--- src/rtl/intensity_remap_gaussian_noise_macros.svh ---
// ----------------------------------------------------------------------------
// Assertion macros for the intensity remap and Gaussian noise block.
// Each macro checks a property on the rising edge of clk, off during reset.
// ----------------------------------------------------------------------------
`ifndef INTENSITY_REMAP_GAUSSIAN_NOISE_MACROS_SVH
`define INTENSITY_REMAP_GAUSSIAN_NOISE_MACROS_SVH

// The consequence must hold in the same cycle as the condition.
`define IRGN_ASSERT_NOW(lbl, ante, cons, msg) \
	lbl: assert property (@(posedge clk) disable iff (!arst_n) (ante) |-> (cons)) \
		else $error(msg);

// The consequence must hold in the cycle after the condition.
`define IRGN_ASSERT_NEXT(lbl, ante, cons, msg) \
	lbl: assert property (@(posedge clk) disable iff (!arst_n) (ante) |=> (cons)) \
		else $error(msg);

`endif

--- src/rtl/irgn_pkg.sv ---
// ----------------------------------------------------------------------------
// irgn_pkg
// Shared widths, constants, register codes and the logarithm function.
// ----------------------------------------------------------------------------
package irgn_pkg;

	// Fraction bits of the Q.30 values and number of log squaring steps.
	localparam int FRAC      = 30;
	localparam int LOG_CELLS = 30;

	// Width of a log2 result in Q.30 (up to 32.0).
	localparam int LG_W = 36;
	// Width of -2 ln u1 in Q.30.
	localparam int W_W  = 37;
	// Radicand width of the square root and the number of its steps.
	localparam int SQ_W     = 40;
	localparam int SQ_CELLS = SQ_W / 2;
	localparam int R_W      = 20;

	// 2 ln 2 in Q.28.
	localparam logic [28:0] TWO_LN2_Q28 = 29'd372130559;

	// Taylor coefficients of sin(pi/2 x) in Q.30.
	localparam logic [30:0] SIN_C1 = 31'd1686629713;
	localparam logic [30:0] SIN_C3 = 31'd693598668;
	localparam logic [30:0] SIN_C5 = 31'd85569306;
	localparam logic [30:0] SIN_C7 = 31'd5026995;
	localparam logic [30:0] SIN_C9 = 31'd172272;

	// Register indexes of the configuration port.
	typedef enum logic [2:0] {
		REG_THRESHOLD  = 3'd0,
		REG_GAIN       = 3'd1,
		REG_OUT_MIN    = 3'd2,
		REG_BACKGROUND = 3'd3,
		REG_NOISE_MEAN = 3'd4,
		REG_NOISE_SDEV = 3'd5
	} reg_idx_t;

	// Truncated log2 in Q.30 by repeated squaring; evaluated on constants only.
	function automatic logic [LG_W-1:0] log2_q30(input logic [31:0] x);
		logic [63:0]     m;
		logic [LG_W-1:0] res;
		int              e;
		e = 0;
		for (int i = 1; i < 32; i++) begin
			if ((x >> i) != 32'd0) e = i;
		end
		m   = {32'd0, x} << (31 - e);
		res = LG_W'(e) << FRAC;
		for (int i = 1; i <= FRAC; i++) begin
			m = (m * m) >> 31;
			if (m >= (64'd1 << 32)) begin
				m   = m >> 1;
				res = res | (LG_W'(1) << (FRAC - i));
			end
		end
		if (x == 32'd0) res = '0;
		return res;
	endfunction

endpackage

--- src/rtl/irgn_log_cell.sv ---
// ----------------------------------------------------------------------------
// irgn_log_cell
// One squaring step of the log2 mantissa, resolving one fraction bit.
// ----------------------------------------------------------------------------
module irgn_log_cell import irgn_pkg::*; #(
	parameter int BIT_POS = 29
) (
	input  logic            clk,
	input  logic            en,
	input  logic [31:0]     m_i,
	input  logic [LG_W-1:0] res_i,
	input  logic            zero_i,
	output logic [31:0]     m_o,
	output logic [LG_W-1:0] res_o,
	output logic            zero_o
);

	logic [63:0] prod;
	logic [32:0] sq;

	// Square the Q1.31 mantissa; a value of two or more gives a one bit.
	assign prod = 64'(m_i) * 64'(m_i);
	assign sq   = prod[63:31];

	always_ff @(posedge clk) begin
		if (en) begin
			zero_o <= zero_i;
			if (sq[32]) begin
				m_o   <= sq[32:1];
				res_o <= res_i | (LG_W'(1) << BIT_POS);
			end else begin
				m_o   <= sq[31:0];
				res_o <= res_i;
			end
		end
	end

endmodule

--- config.mk ---
export PLATFORM = sky130hd
export DESIGN_NAME = irgn_log_cell
export DESIGN_NICKNAME = d
export VERILOG_FILES = /design/src/rtl/intensity_remap_gaussian_noise_macros.svh /design/src/rtl/irgn_pkg.sv /design/src/rtl/irgn_log_cell.sv
export SDC_FILE = /design/constraint.sdc
export NUM_CORES = 2
export LEC_CHECK = 0
export ABC_AREA = 1
export ABC_CLOCK_PERIOD_IN_PS = 7250
export BUFFER_PORTS_ARGS = -buffer_cell sky130_fd_sc_hd__buf_4
export CAP_MARGIN = 10
export CELL_PAD_IN_SITES_DETAIL_PLACEMENT = 0
export CELL_PAD_IN_SITES_GLOBAL_PLACEMENT = 1
export CORE_MARGIN = 4
export CORE_UTILIZATION = 45
export DETAILED_ROUTE_END_ITERATION = 8
export GPL_TIMING_DRIVEN = 0
export PLACE_DENSITY_LB_ADDON = 0.25
export SETUP_SLACK_MARGIN = 0.3
export SLEW_MARGIN = 10
export SYNTH_ARGS = -nofsm -noshare
export SYNTH_HDL_FRONTEND = slang
export SYNTH_SLANG_ARGS = --single-unit
--- constraint.sdc ---
create_clock -name clk -period 7.25 [get_ports clk]
set_clock_uncertainty 0.05 [all_clocks]
set_input_delay 0.3625 -clock clk [delete_from_list [all_inputs] [get_ports clk]]
set_output_delay 0.3625 -clock clk [all_outputs]
set_load 0.02 [all_outputs]
==> metrics.txt <==
outcome=finished clean; vias in the first global route=28.7k; Fin Hold WS=0.157 ns; first-pass GRT wire length=173000 um; # IOs=140; Die X=283 um; EDFF count, synth=69; NumNets Final=5657; total gr overflow=0; Max-Cap Viols=0; crit path capture type=flip-flop; area leader, netlist=fa_1; Via-to-Cell Ratio=4.92; Synth-to-Final Area Change=19.3%; Critical Path Fanout Max=7; port bufs=136; ranking of synthesized cells by area=fa_1 47%, inv_1 16%, nand2_1 12%, ha_1 11%, edfxtp_1 6.1%; sequential area share after synthesis=6.09%; Num CTS Buffers=9; Max transition margin=42.6%; Slew Limit Fails=0; clock sinks=69; drt total wl=114000 um; Pre-Repair DR Iteration Count=5; root buffer cell=clkbuf_16; Syn Inst Count=4232; Seq cells post-synth=69; CTS tree=done; Die ar.=0.0801 mm2; syn_nets=5394; H-tree depth=3; drt wl/cell=20.9 um; core area=0.0747 mm2; Crit path required time=7.27 ns; Crit path top cell by count=nand2_4; hold path depth=1; layout cell share with drive strength beyond 1=16.6%; CTS Buffer Depth=2; DR vias=26.9k; Cell Area, Synth=0.0340 mm2; Final Util=54.3%; Final Critical Period=6.91 ns; Initial Util=45.6%; Post-CTS Hold Fix Bufs=0; Worst-Margin Slew=0.862 ns; Synth top area share=46.5%; Max stage delay on crit path=0.60 ns; DRT iter0 DRCs=1963; largest net degree at the start of global routing=70; synth unique cells=35; Mean Syn Cell Area=8.04 um2; Die H=283 um; antenna violations before repair=2; post-place setup slack=-1.98 ns; Row Count=100; DR DRC count=0; crit path DAT=6.93 ns; Worst path slowest cell=fa_1; share of flip-flops with an asynchronous set or reset=0%; post-detail-place hpwl=93800 um; Post-synth top flop=edfxtp_1; Final setup viols=0; Final GP Congestion=0.974; Fmax achieved=0.145 GHz; hold crit path type=in2reg; RSZ-0062 raised after global routing=true; Syn. warnings=0; final hold violation count=0; slack of the critical path=0.340 ns; GRT Total Usage=28.7%; Clk pin slew, worst setup/hold paths=0.06 ns; post-route antenna net violation count=0; Crit Path Category=in2reg; final period utilization=95.3%; startpoint types=primary input
## stage by stage
step | setup TNS [ns] | instance area, um2 | cells
floorplan | 0 | 34000 | 4232
global placement | -62.74 | 36300 | 5337
detailed placement | -61.96 | 36300 | 5337
CTS | 0 | 38300 | 5380
global route | 0 | 40600 | 5469
finish | 0 | 40600 | 5470
## sequential cells by signal (all words and copies together) (netlist names)
name and count:
res_o 36, m_o 32, zero_o 1
## cells in the final DEF, fill, tap and decap left out, drive strengths merged, types with 2 or more instances in the layout
cell and count:
or2 5, o21ai 17, o21bai 22, xor2 33, nor2 115, nand3 69, nor4 4, buf 320
nor3 9, clkbuf 50, nand2 1122, a21o 4, ha 300, a21oi 62, a31oi 2, edfxtp 69
a31o 6, nand3b 6, inv 1449, xnor2 16, and2 4, fa 791, nand4 20
## cells in the mapped netlist (all sizes together), types with 2 or more instances
cell type,count
and2,4
edfxtp,69
o21bai,22
fa,791
xnor2,16
xor2,33
nor3,9
a21o,4
inv,1444
nand2,1122
o21ai,17
or2,5
ha,300
a31o,6
nor2,115
a21oi,62
nand3,69
nand3b,6
buf,19
nor4,4
a31oi,2
clkbuf,90
nand4,20
## metal layers
layer | track usage (%) | share of wire, % | wire length (um) | up-vias
li1 | - | - | - | 12372
met1 | 37.8 | 40 | 45600 | 13336
met2 | 48.7 | 48 | 54400 | 964
met3 | 4.17 | 7.8 | 8920 | 245
met4 | 9.92 | 4.8 | 5450 | 0
met5 | 0 | 0 | 0 | -
## worst paths after layout
path	startpoint	end	slack [ns]
setup / recovery	m_i[5]	m_o[31]$_SDFFCE_PP1P_	0.34
hold / removal	res_i[11]	res_o[11]$_DFFE_PP_	0.16
## cell type report
| class | count | area (um2) |
|---|---|---|
| sequential | 69 | 2070 |
| multi-input combinational | 2610 | 27600 |
| inverter | 1444 | 5430 |
| antenna | 1 | 2.50 |
| fill | 7081 | 34100 |
| buffer | 108 | 1700 |
| timing repair buffer | 253 | 2280 |
| clock buffer | 9 | 225 |
| clock inverter | 7 | 88.8 |
| tap | 969 | 1210 |
## logic make-up (layout without fill, tap and decap cells)
family                   count (synthesis)  count (layout)  share of synthesized area, %
buffers and inverters                 1553            1821                          17.3
AND/OR/NAND/NOR                       1355            1355                          15.8
adder cells (fa/ha/maj)               1091            1091                          57.6
AO/OA/AOI/OAI                          115             115                          1.99
flip-flops                              69              69                          6.09
XOR/XNOR                                49              49                          1.26
other                                    0               1                             0
## timing repair
item,4_1_cts,5_1_grt
resized for setup,418,460
pin swaps,19,205
setup buffers,28,84
cloned,0,5
setup endpoints to repair,33,33
hold endpoints to repair,0,0
## critical path, delay by kind of cell
kind / cells / cell delay [ns]
adders and majority gates: 9 / 4.42
buffers and inverters: 9 / 0.98
and+or+nand+nor: 12 / 1.12
Power is left out: the tool's default activity adds up to more than one toggle a clock period on the data nets, which glitch-free logic cannot reach.
