### src/rtl/intensity_remap_gaussian_noise_macros.svh
// ----------------------------------------------------------------------------
// Assertion macros for the intensity remap and Gaussian noise block.
// Each macro checks a property on the rising edge of clk, off during reset.
// ----------------------------------------------------------------------------
`ifndef INTENSITY_REMAP_GAUSSIAN_NOISE_MACROS_SVH
`define INTENSITY_REMAP_GAUSSIAN_NOISE_MACROS_SVH

// The consequence must hold in the same cycle as the condition.
`define IRGN_ASSERT_NOW(lbl, ante, cons, msg) \
	lbl: assert property (@(posedge clk) disable iff (!arst_n) (ante) |-> (cons)) \
		else $error(msg);

// The consequence must hold in the cycle after the condition.
`define IRGN_ASSERT_NEXT(lbl, ante, cons, msg) \
	lbl: assert property (@(posedge clk) disable iff (!arst_n) (ante) |=> (cons)) \
		else $error(msg);

`endif

### src/rtl/irgn_pkg.sv
// ----------------------------------------------------------------------------
// irgn_pkg
// Shared widths, constants, register codes and the logarithm function.
// ----------------------------------------------------------------------------
package irgn_pkg;

	// Fraction bits of the Q.30 values and number of log squaring steps.
	localparam int FRAC      = 30;
	localparam int LOG_CELLS = 30;

	// Width of a log2 result in Q.30 (up to 32.0).
	localparam int LG_W = 36;
	// Width of -2 ln u1 in Q.30.
	localparam int W_W  = 37;
	// Radicand width of the square root and the number of its steps.
	localparam int SQ_W     = 40;
	localparam int SQ_CELLS = SQ_W / 2;
	localparam int R_W      = 20;

	// 2 ln 2 in Q.28.
	localparam logic [28:0] TWO_LN2_Q28 = 29'd372130559;

	// Taylor coefficients of sin(pi/2 x) in Q.30.
	localparam logic [30:0] SIN_C1 = 31'd1686629713;
	localparam logic [30:0] SIN_C3 = 31'd693598668;
	localparam logic [30:0] SIN_C5 = 31'd85569306;
	localparam logic [30:0] SIN_C7 = 31'd5026995;
	localparam logic [30:0] SIN_C9 = 31'd172272;

	// Register indexes of the configuration port.
	typedef enum logic [2:0] {
		REG_THRESHOLD  = 3'd0,
		REG_GAIN       = 3'd1,
		REG_OUT_MIN    = 3'd2,
		REG_BACKGROUND = 3'd3,
		REG_NOISE_MEAN = 3'd4,
		REG_NOISE_SDEV = 3'd5
	} reg_idx_t;

	// Truncated log2 in Q.30 by repeated squaring; evaluated on constants only.
	function automatic logic [LG_W-1:0] log2_q30(input logic [31:0] x);
		logic [63:0]     m;
		logic [LG_W-1:0] res;
		int              e;
		e = 0;
		for (int i = 1; i < 32; i++) begin
			if ((x >> i) != 32'd0) e = i;
		end
		m   = {32'd0, x} << (31 - e);
		res = LG_W'(e) << FRAC;
		for (int i = 1; i <= FRAC; i++) begin
			m = (m * m) >> 31;
			if (m >= (64'd1 << 32)) begin
				m   = m >> 1;
				res = res | (LG_W'(1) << (FRAC - i));
			end
		end
		if (x == 32'd0) res = '0;
		return res;
	endfunction

endpackage

### src/rtl/irgn_sqrt_cell.sv
// ----------------------------------------------------------------------------
// irgn_sqrt_cell
// One restoring step of the integer square root, for one result bit.
// ----------------------------------------------------------------------------
module irgn_sqrt_cell import irgn_pkg::*; #(
	parameter int K = 0
) (
	input  logic            clk,
	input  logic            en,
	input  logic [SQ_W-1:0] n_i,
	input  logic [SQ_W-1:0] res_i,
	output logic [SQ_W-1:0] n_o,
	output logic [SQ_W-1:0] res_o
);

	localparam logic [SQ_W:0] BIT = (SQ_W+1)'(1) << (2 * K);

	logic [SQ_W:0] trial;

	assign trial = {1'b0, res_i} + BIT;

	// Subtract the trial value when it fits and shift the root estimate.
	always_ff @(posedge clk) begin
		if (en) begin
			if ({1'b0, n_i} >= trial) begin
				n_o   <= SQ_W'({1'b0, n_i} - trial);
				res_o <= SQ_W'({2'b0, res_i[SQ_W-1:1]} + BIT);
			end else begin
				n_o   <= n_i;
				res_o <= {1'b0, res_i[SQ_W-1:1]};
			end
		end
	end

endmodule

### config.mk
export PLATFORM = sky130hd
export DESIGN_NAME = irgn_sqrt_cell
export DESIGN_NICKNAME = d
export VERILOG_FILES = /design/src/rtl/intensity_remap_gaussian_noise_macros.svh /design/src/rtl/irgn_pkg.sv /design/src/rtl/irgn_sqrt_cell.sv
export SDC_FILE = /design/constraint.sdc
export NUM_CORES = 1
export LEC_CHECK = 0
export ABC_CLOCK_PERIOD_IN_PS = 5600
export BUFFER_PORTS_ARGS = -buffer_cell sky130_fd_sc_hd__buf_2
export CORE_ASPECT_RATIO = 1.1
export CORE_MARGIN = 2
export CORE_UTILIZATION = 50
export CTS_CLUSTER_SIZE = 20
export DETAILED_ROUTE_END_ITERATION = 16
export HOLD_SLACK_MARGIN = 0.08
export MAX_ROUTING_LAYER = met4
export PLACE_DENSITY = 0.75
export SLEW_MARGIN = 10
export SYNTH_ARGS = -nofsm -noshare
export SYNTH_HDL_FRONTEND = slang
export SYNTH_SLANG_ARGS = --single-unit
### constraint.sdc
create_clock -name clk -period 5.6 [get_ports clk]
set_clock_uncertainty 0.15 [all_clocks]
set_input_delay 0.56 -clock clk [delete_from_list [all_inputs] [get_ports clk]]
set_output_delay 0.56 -clock clk [all_outputs]
set_load 0.005 [all_outputs]
==> results of run 1 <==
==> layout make-up <==
class                   instances  area (um2)  area share [%]
flip-flops and latches         80        2400            30.6
diodes                          1        2.50          0.0319
inverters                      21        78.8            1.00
multi-input cells             589        3980            50.7
clock inverters                 7        77.6           0.989
clock buffers                   9         225            2.87
well taps                     161         201            2.57
repair buffers                170         876            11.2
==> cell families after synthesis <==
logic type | after synthesis
xor+xnor | 111
mux | 12
flops | 80
buf+inv | 64
compound gates | 152
fa+ha+maj | 43
simple gates | 271
==> where the power goes <==
group / leakage [nW] / switching [W] / internal (W)
Combinational: 2.26 / 0.000320 / 0.000241
Clock: 0.147 / 0.000262 / 0.000350
Sequential: 0.784 / 0.0000180 / 0.000744
==> cell usage in the layout (no fill, tap or decap), types with 26 or more instances in the layout <==
cell        n
ha_1       42
nand2_1    68
xor2_1     42
nor2_1     76
buf_2     160
a21oi_1    60
xnor2_1    69
nand3_1    32
nand4_1    26
edfxtp_1   80
==> per-layer routing <==
layer | wire, um | track usage (%)
met1 | 7860 | 34.6
met2 | 8960 | 43.1
met3 | 1430 | 3.88
met4 | 655 | 12.1
met5 | 0 | -
==> state kept, by name, indices dropped and copies added (netlist names) <==
name,count
n_o,40
res_o,40
==> final timing paths <==
kind / startpoint / cells past startpoint / end / slack [ns]
worst min-delay path: n_i[3] / 2 / n_o[3] / 0.38
worst max-delay path: res_i[2] / 20 / res_o[31] / 0.55
==> through the flow <==
| step | hold slack, ns | total power, W | instance area, um2 | instances |
|---|---|---|---|---|
| after floorplan | 0.522 | 0.00113 | 6660 | 733 |
| after global placement | 0.740 | 0.00133 | 7540 | 1021 |
| after detailed placement | 0.739 | 0.00133 | 7540 | 1021 |
| after CTS | 0.373 | 0.00194 | 7840 | 1037 |
| after global routing | 0.395 | 0.00203 | 7850 | 1038 |
| final | 0.378 | 0.00194 | 7850 | 1038 |
==> critical path, cell delays in order <==
cell	delay, ns
buf_2	0.14
ha_1	0.20
and3_1	0.23
nand3_1	0.12
nor4_1	0.30
buf_4	0.18
nand2_1	0.05
nor4_1	0.38
nand2_1	0.12
xnor2_1	0.16
ha_1	0.41
and4_1	0.28
or3b_1	0.42
nand2b_1	0.17
a31oi_1	0.20
o21a_1	0.13
a41o_2	0.15
and4_1	0.47
nand4_1	0.17
xnor2_1	0.15
==> impl_metrics.yaml, run 1 <==
status:
  status: "finished, final reports clean"
synth:
  synth_adder_area_share_pct: 8.20
  synth-simple-area-share_pct: 20.0
  synth-seq-area-share_pct: 36.1
  synth.most_common_cell: "edfxtp_1"
  ys_warn_count: 0
  synth_edf_count: 80
  synth_top_family_by_area: "simple AND/OR/NAND/NOR gates"
  synth.distinct_cells: 59
  synth_area_leader_cell: "edfxtp_1"
  postSynth.topFlopCell: "edfxtp_1"
  synth_top_cell_area_share_pct: 36.1
  synth_fp_nets: 858
  synth_xor_area_share_pct: 14.6
  yosys-top-cells-count: "edfxtp_1 (80), nor2_1 (76), xnor2_1 (69)"
  ys_top_cells_by_area: "edfxtp_1 (36%), xnor2_1 (9.1%), ha_1 (7.9%)"
  synthMuxAreaShare_pct: 2.03
  synth_compound_area_share_pct: 14.9
  async_reset_ff_share_pct: 0
  syn_area_per_cell_um2: 9.08
  netlist_instances: 733
  synth-seq-cells: 80
  syn_area_um2: 6660
die:
  die_h_um: 125
  start_util_pct: 50.8
  rows: 44
  pin_count: 162
  die_w_um: 114
  coreArea_um2: 13100
  die_area_um2: 14300
detailed_routing:
  vias_per_cell: 5.84
  drc_errors: 0
  wl_per_cell_um: 18.2
  vias: 6060
  drtIter0Drc: 363
  drt_wl_total_um: 18900
  drtPass1Iterations: 5
  ant_nets: 0
timing:
  period_minus_slack_ns: 5.05
  setup_viol: 0
  final_hold_viol_count: 0
  rsz0062_at_grt: "no"
  max_slew_margin_pct: 30.5
  totalNegativeSetupSlack_ns: 0
  fmax_mhz: 198
  slew_viol_final: 0
  tightestPinTransition_ns: 1.04
  setup_ws_ns: 0.548
  post-route-period-util_pct: 90.2
clocking:
  post_cts_buffers: 0
  clockRootBuffer: "clkbuf_16"
  cts_hold_buffers: 0
  cts_htree_levels: 3
  clockBufferDepth: 2
  cts_sinks: 80
  post_cts_resized: 0
  cts_tree: "built"
  clkTransAtPathRegs_ns: 0.07
  numCtsBuffers: 9
cells_and_area:
  finish.utilization_pct: 59.9
  areaGrowthSynthToFinish_pct: 17.9
  nFillCells: 1162
  final_nets: 996
  layout-drive-gt1-share_pct: 24.4
grt:
  grt_pass1_vias: 5778
  grt_max_degree: 81
  antenna_found_initial: 1
  grt_pass1_wl_um: 29300
  grt_usage_pct: 27.2
  grt_remaining_overflow: 0
pwr:
  ir_drop_uv: 122
  cellLeakagePower_nw: 3.20
  power.density_nw_per_um2: 247
setup_path:
  crit_path_end_kind: "register"
  critPathLaunchType: "input pin"
  cp_data_required_time_ns: 5.55
  path_class: "in -> reg"
  cp_max_fo: 8
  arrival_ns: 5.00
placement:
  hpwlAfterDp_um: 14800
  place_congestion: 0.930
  portBuffers: 161
  dp_slack_ns: 0.266
hold_path:
  hold_path.class: "in -> reg"
run:
  maxCapViolCount: 0
Power figures use the tool's default switching activity.
==> run 2: changes to the inputs <==
Settings changed: CTS_BUF_LIST set to sky130_fd_sc_hd__clkbuf_8.
==> run 2 against run 1 <==
Routed wire length decreased by 0.46%. Count of clock-buffer cells in the layout unchanged. Critical path depth stayed put. First-iteration DRC count increased by 9.6%. Via count hardly changed. Global-route usage is 0.084 points lower. Clock power decreased by 25%. Final area fell by 1.3%. Worst hold slack got worse by 0.039 ns. Flip-flop and latch count is the same. Worst setup slack better by 0.018 ns. Critical endpoint is now res_o[27].
==> impl_metrics.yaml, run 2 (synthesis results as in run 1) <==
detailed_routing:
  vias_per_cell: 5.84
  vias: 6064
  drt_wl_total_um: 18800
  drtPass1Iterations: 5
  ant_nets: 0
  wl_per_cell_um: 18.1
  drc_errors: 0
  drtIter0Drc: 398
clocking:
  clockRootBuffer: "clkbuf_8"
  cts_tree: "built"
  clkTransAtPathRegs_ns: 0.10
  cts_sinks: 80
  post_cts_buffers: 0
  cts_htree_levels: 3
  cts_hold_buffers: 0
  post_cts_resized: 0
  numCtsBuffers: 9
  clockBufferDepth: 2
hold_path:
  hold_path.class: "in -> reg"
timing:
  post-route-period-util_pct: 89.9
  totalNegativeSetupSlack_ns: 0
  final_hold_viol_count: 0
  slew_viol_final: 0
  period_minus_slack_ns: 5.03
  setup_viol: 0
  max_slew_margin_pct: 30.8
  hold_ws_ns: 0.339
  tightestPinTransition_ns: 1.04
  fmax_mhz: 199
  rsz0062_at_grt: "no"
die:
  start_util_pct: 50.8
  coreArea_um2: 13100
  die_w_um: 114
  die_area_um2: 14300
  die_h_um: 125
  pin_count: 162
  rows: 44
grt:
  grt_usage_pct: 27.1
  grt_pass1_vias: 5765
  grt_pass1_wl_um: 29100
  antenna_found_initial: 0
  grt_remaining_overflow: 0
  grt_max_degree: 81
cells_and_area:
  nFillCells: 1178
  fin_cells: 1038
  final_common_cell: "buf_2"
  layout-drive-gt1-share_pct: 24.4
  reg_top3: "n_o: 40 flops, res_o: 40 flops"
  final_nets: 996
  areaGrowthSynthToFinish_pct: 16.4
  final_cell_mix: "buf_2 (160), edfxtp_1 (80), nor2_1 (76)"
placement:
  portBuffers: 161
  place_congestion: 0.930
  hpwlAfterDp_um: 14800
  place_inst: 1021
pwr:
  ir_drop_uv: 110
  cellLeakagePower_nw: 3.15
  power.density_nw_per_um2: 230
  total_power_w: 0.00178
setup_path:
  crit_path_end_kind: "register"
  path_class: "in -> reg"
  cp_max_fo: 8
  cp_data_required_time_ns: 5.59
  critPathLaunchType: "input pin"
  arrival_ns: 5.02
run:
  maxCapViolCount: 0
status:
  status: "finished, final reports clean"
## run 2: cell counts in the layout (fill, tap and decap cells not counted)
No cell type changed its count.
## run 2: cell type report
cell class              count  area [um2]  share of cell area, %
well taps                 161         201                   2.60
flip-flops and latches     80        2400                   31.0
multi-input cells         589        3980                   51.4
repair buffers            170         876                   11.3
clock inverters             7        77.6                   1.00
inverters                  21        78.8                   1.02
diodes                      1        2.50                 0.0323
clock buffers               9         124                   1.60
## run 2: per-stage QoR
step	worst slack, ns	utilization (%)	area (um2)
2_1_floorplan	0.790	-	6660
4_1_cts	0.650	59.1	7740
6_report	0.566	59.1	7740
3_5_place_dp	0.266	57.5	7540
5_1_grt	0.244	59.1	7740
3_3_place_gp	0.403	57.5	7540
## run 2: per-layer routing
layer	wire, um	track usage [%]	part of all wire [%]
met3	1220	3.83	6.5
met2	8850	42.4	47
met1	8080	34.7	43
met5	0	-	0
met4	671	12.8	3.6
## run 2: worst max-delay path, cell delays in order
cell and delay (ns):
buf_2 0.14, ha_1 0.20, and3_1 0.24, nand3_1 0.12
nor4_1 0.30, buf_4 0.18, nand2_1 0.06, nor4_1 0.37
nand2_1 0.12, xnor2_1 0.16, ha_1 0.42, and4_1 0.29
or3b_1 0.43, nand2b_1 0.17, a31oi_1 0.19, o21a_1 0.13
a41o_2 0.15, and4_1 0.48, nand4_1 0.17, xnor2_1 0.15
## run 2: worst paths after layout
path	startpoint	endpoint	slack, ns	cells past startpoint
setup / recovery	res_i[2]	res_o[27]	0.57	20
hold / removal	n_i[3]	n_o[3]	0.34	2
## run 2: power by group
part	internal (W)	total (W)	switching, W
combinational	0.000241	0.000560	0.000319
sequential	0.000743	0.000762	0.0000181
clock	0.000211	0.000457	0.000246
total	0.00119	0.00178	0.000584
==> run 3: changes to the inputs <==
Settings changed: ABC_CLOCK_PERIOD_IN_PS 5600 to 4059, PLACE_DENSITY 0.75 to 0.78.
Clock period 5.6 ns to 4.06 ns, I/O delays scaled along.
==> run 3 against run 2 <==
The run now ends with setup timing left. Worst hold slack lost 0.14 ns. Combinational power grew 89%. Critical endpoint is now res_o[19]. Count of clock-buffer cells in the layout is the same. First-iteration DRC count grew 25%. Utilization grew 17 points. Clock power grew 50%.
==> impl_metrics.yaml, run 3 (synthesis results as in run 1) <==
cells_and_area:
  reg_top3: "n_o: 40 flops, res_o: 40 flops"
  final_cell_mix: "buf_4 (231), buf_2 (158), edfxtp_1 (80)"
  final_nets: 1224
  areaGrowthSynthToFinish_pct: 49.3
  layout-drive-gt1-share_pct: 45.9
  fin_cells: 1265
  final_common_cell: "buf_4"
  finish.utilization_pct: 75.8
clocking:
  clockRootBuffer: "clkbuf_8"
  cts_tree: "built"
  cts_sinks: 80
  clockBufferDepth: 2
  cts_hold_buffers: 0
  numCtsBuffers: 9
  clkTransAtPathRegs_ns: 0.10
  cts_htree_levels: 3
hold_path:
  hold_path.class: "in -> reg"
pwr:
  p_int_w: 0.00190
  total_power_w: 0.00279
  p_sw_w: 0.000898
  p_comb_share_pct: 37.8
  ir_drop_uv: 164
  power_switching_share_pct: 32.1
  cellLeakagePower_nw: 4.41
  pwr-share-clk_pct: 24.6
  power_frac_seq_pct: 37.7
  power.density_nw_per_um2: 281
setup_path:
  critical_path.endpoint: "res_o[19]"
  crit_start: "res_i[2]"
  cp_data_required_time_ns: 4.06
  path_class: "in -> reg"
  crit_path_end_kind: "register"
  arrival_ns: 4.17
  cp_max_fo: 8
  critPathLaunchType: "input pin"
status:
  status: "finished with violations"
  violations: "setup timing"
die:
  rows: 44
  die_w_um: 114
  coreArea_um2: 13100
  start_util_pct: 50.8
  pin_count: 162
  die_area_um2: 14300
  die_h_um: 125
grt:
  antenna_found_initial: 0
  grt_remaining_overflow: 0
  grt_max_degree: 81
  grt_usage_pct: 30.6
  grt_pass1_vias: 6854
  grt_pass1_wl_um: 33000
placement:
  hpwlAfterDp_um: 17100
  portBuffers: 161
  place_inst: 1234
  place_congestion: 0.950
detailed_routing:
  drtIter0Drc: 499
  drtPass1Iterations: 5
  drc_errors: 0
  drt_wl_total_um: 22700
  vias_per_cell: 5.64
  ant_nets: 0
  vias: 7134
  wl_per_cell_um: 18.0
timing:
  tightestPinTransition_ns: 1.05
  period_minus_slack_ns: 4.17
  post-route-period-util_pct: 103
  max_slew_margin_pct: 30.2
  setup_viol: 31
  rsz0062_at_grt: "yes"
  fmax_mhz: 240
  final_hold_viol_count: 0
  setup_ws_ns: -0.106
  slew_viol_final: 0
  totalNegativeSetupSlack_ns: -1.35
run:
  maxCapViolCount: 0
## run 3: cell types whose count changed in the layout (fill, tap and decap cells not counted), moves of 4 or more
cell | previous run | this run
buf_4 | 10 | 231
nand2_1 | 68 | 57
nand2_2 | 0 | 8
nor2_1 | 76 | 68
buf_6 | 0 | 6
nand3_1 | 32 | 26
nor2_2 | 1 | 7
nor4_1 | 6 | 0
ha_1 | 42 | 38
nor3_1 | 13 | 9
nor3_2 | 1 | 5
nor4_2 | 0 | 4
## run 3: metrics by stage
stage / hold WS [ns] / worst slack (ns) / instance area (um2)
floorplan: 0.368 / -0.107 / 6870
global placement: 0.582 / -0.500 / 9280
detailed placement: 0.584 / -0.513 / 9280
CTS: 0.183 / -0.0426 / 9550
global route: 0.204 / -0.261 / 9930
finish: 0.194 / -0.106 / 9940
## run 3: worst min path at each step
stage	from	to	slack, ns	cells after the start
floorplan	en	n_o[0]	0.37	0
global placement	n_i[11]	n_o[11]	0.58	2
detailed placement	n_i[8]	n_o[8]	0.58	2
CTS	n_i[11]	n_o[11]	0.18	2
global route	n_i[11]	n_o[11]	0.20	2
finish	n_i[11]	n_o[11]	0.19	2
## run 3: worst max-delay path, cell delays in order
cell      delay (ns)
buf_8           0.08
ha_4            0.13
and3_4          0.20
nand3_4         0.09
nor4_4          0.31
buf_4           0.20
nand2_4         0.05
nor4_4          0.27
nand2_1         0.10
xnor2_1         0.14
ha_1            0.31
and4_4          0.23
or3b_4          0.38
nand2b_4        0.15
a31oi_1         0.17
o21a_1          0.14
a41o_4          0.16
and4_1          0.22
buf_6           0.13
buf_4           0.12
nand2_4         0.05
xnor2_2         0.12
## run 3: cell type report
type	instances	area (um2)
multi-input combinational	589	4390
fill	928	3170
timing repair buffer	398	2640
sequential	80	2400
tap	161	201
clock buffer	9	124
clock inverter	6	92.6
inverter	21	78.8
antenna	1	2.50
## run 3: power groups by stage
| stage | clock network [W] | logic, W | registers [W] |
|---|---|---|---|
| after floorplan | 0 | 0.000503 | 0.00108 |
| after global placement | 0 | 0.000970 | 0.00107 |
| after detailed placement | 0 | 0.000983 | 0.00107 |
| after CTS | 0.000689 | 0.000999 | 0.00105 |
| after global routing | 0.000717 | 0.00114 | 0.00106 |
| final | 0.000686 | 0.00106 | 0.00105 |
## run 3: what timing repair did
action | in CTS | in global routing
pin swaps | 2 | 29
buffers inserted | 1 | 14
setup endpoints to repair | 31 | 72
resized for setup | 12 | 64
## run 3: per-layer routing
metal | vias to the layer above | track usage [%] | share of wire (%)
met3 | 75 | 3.39 | 7.1
met5 | - | - | 0
li1 | 3392 | - | -
met2 | 326 | 51.1 | 50
met4 | 0 | 14.1 | 4.2
met1 | 3341 | 37.1 | 39
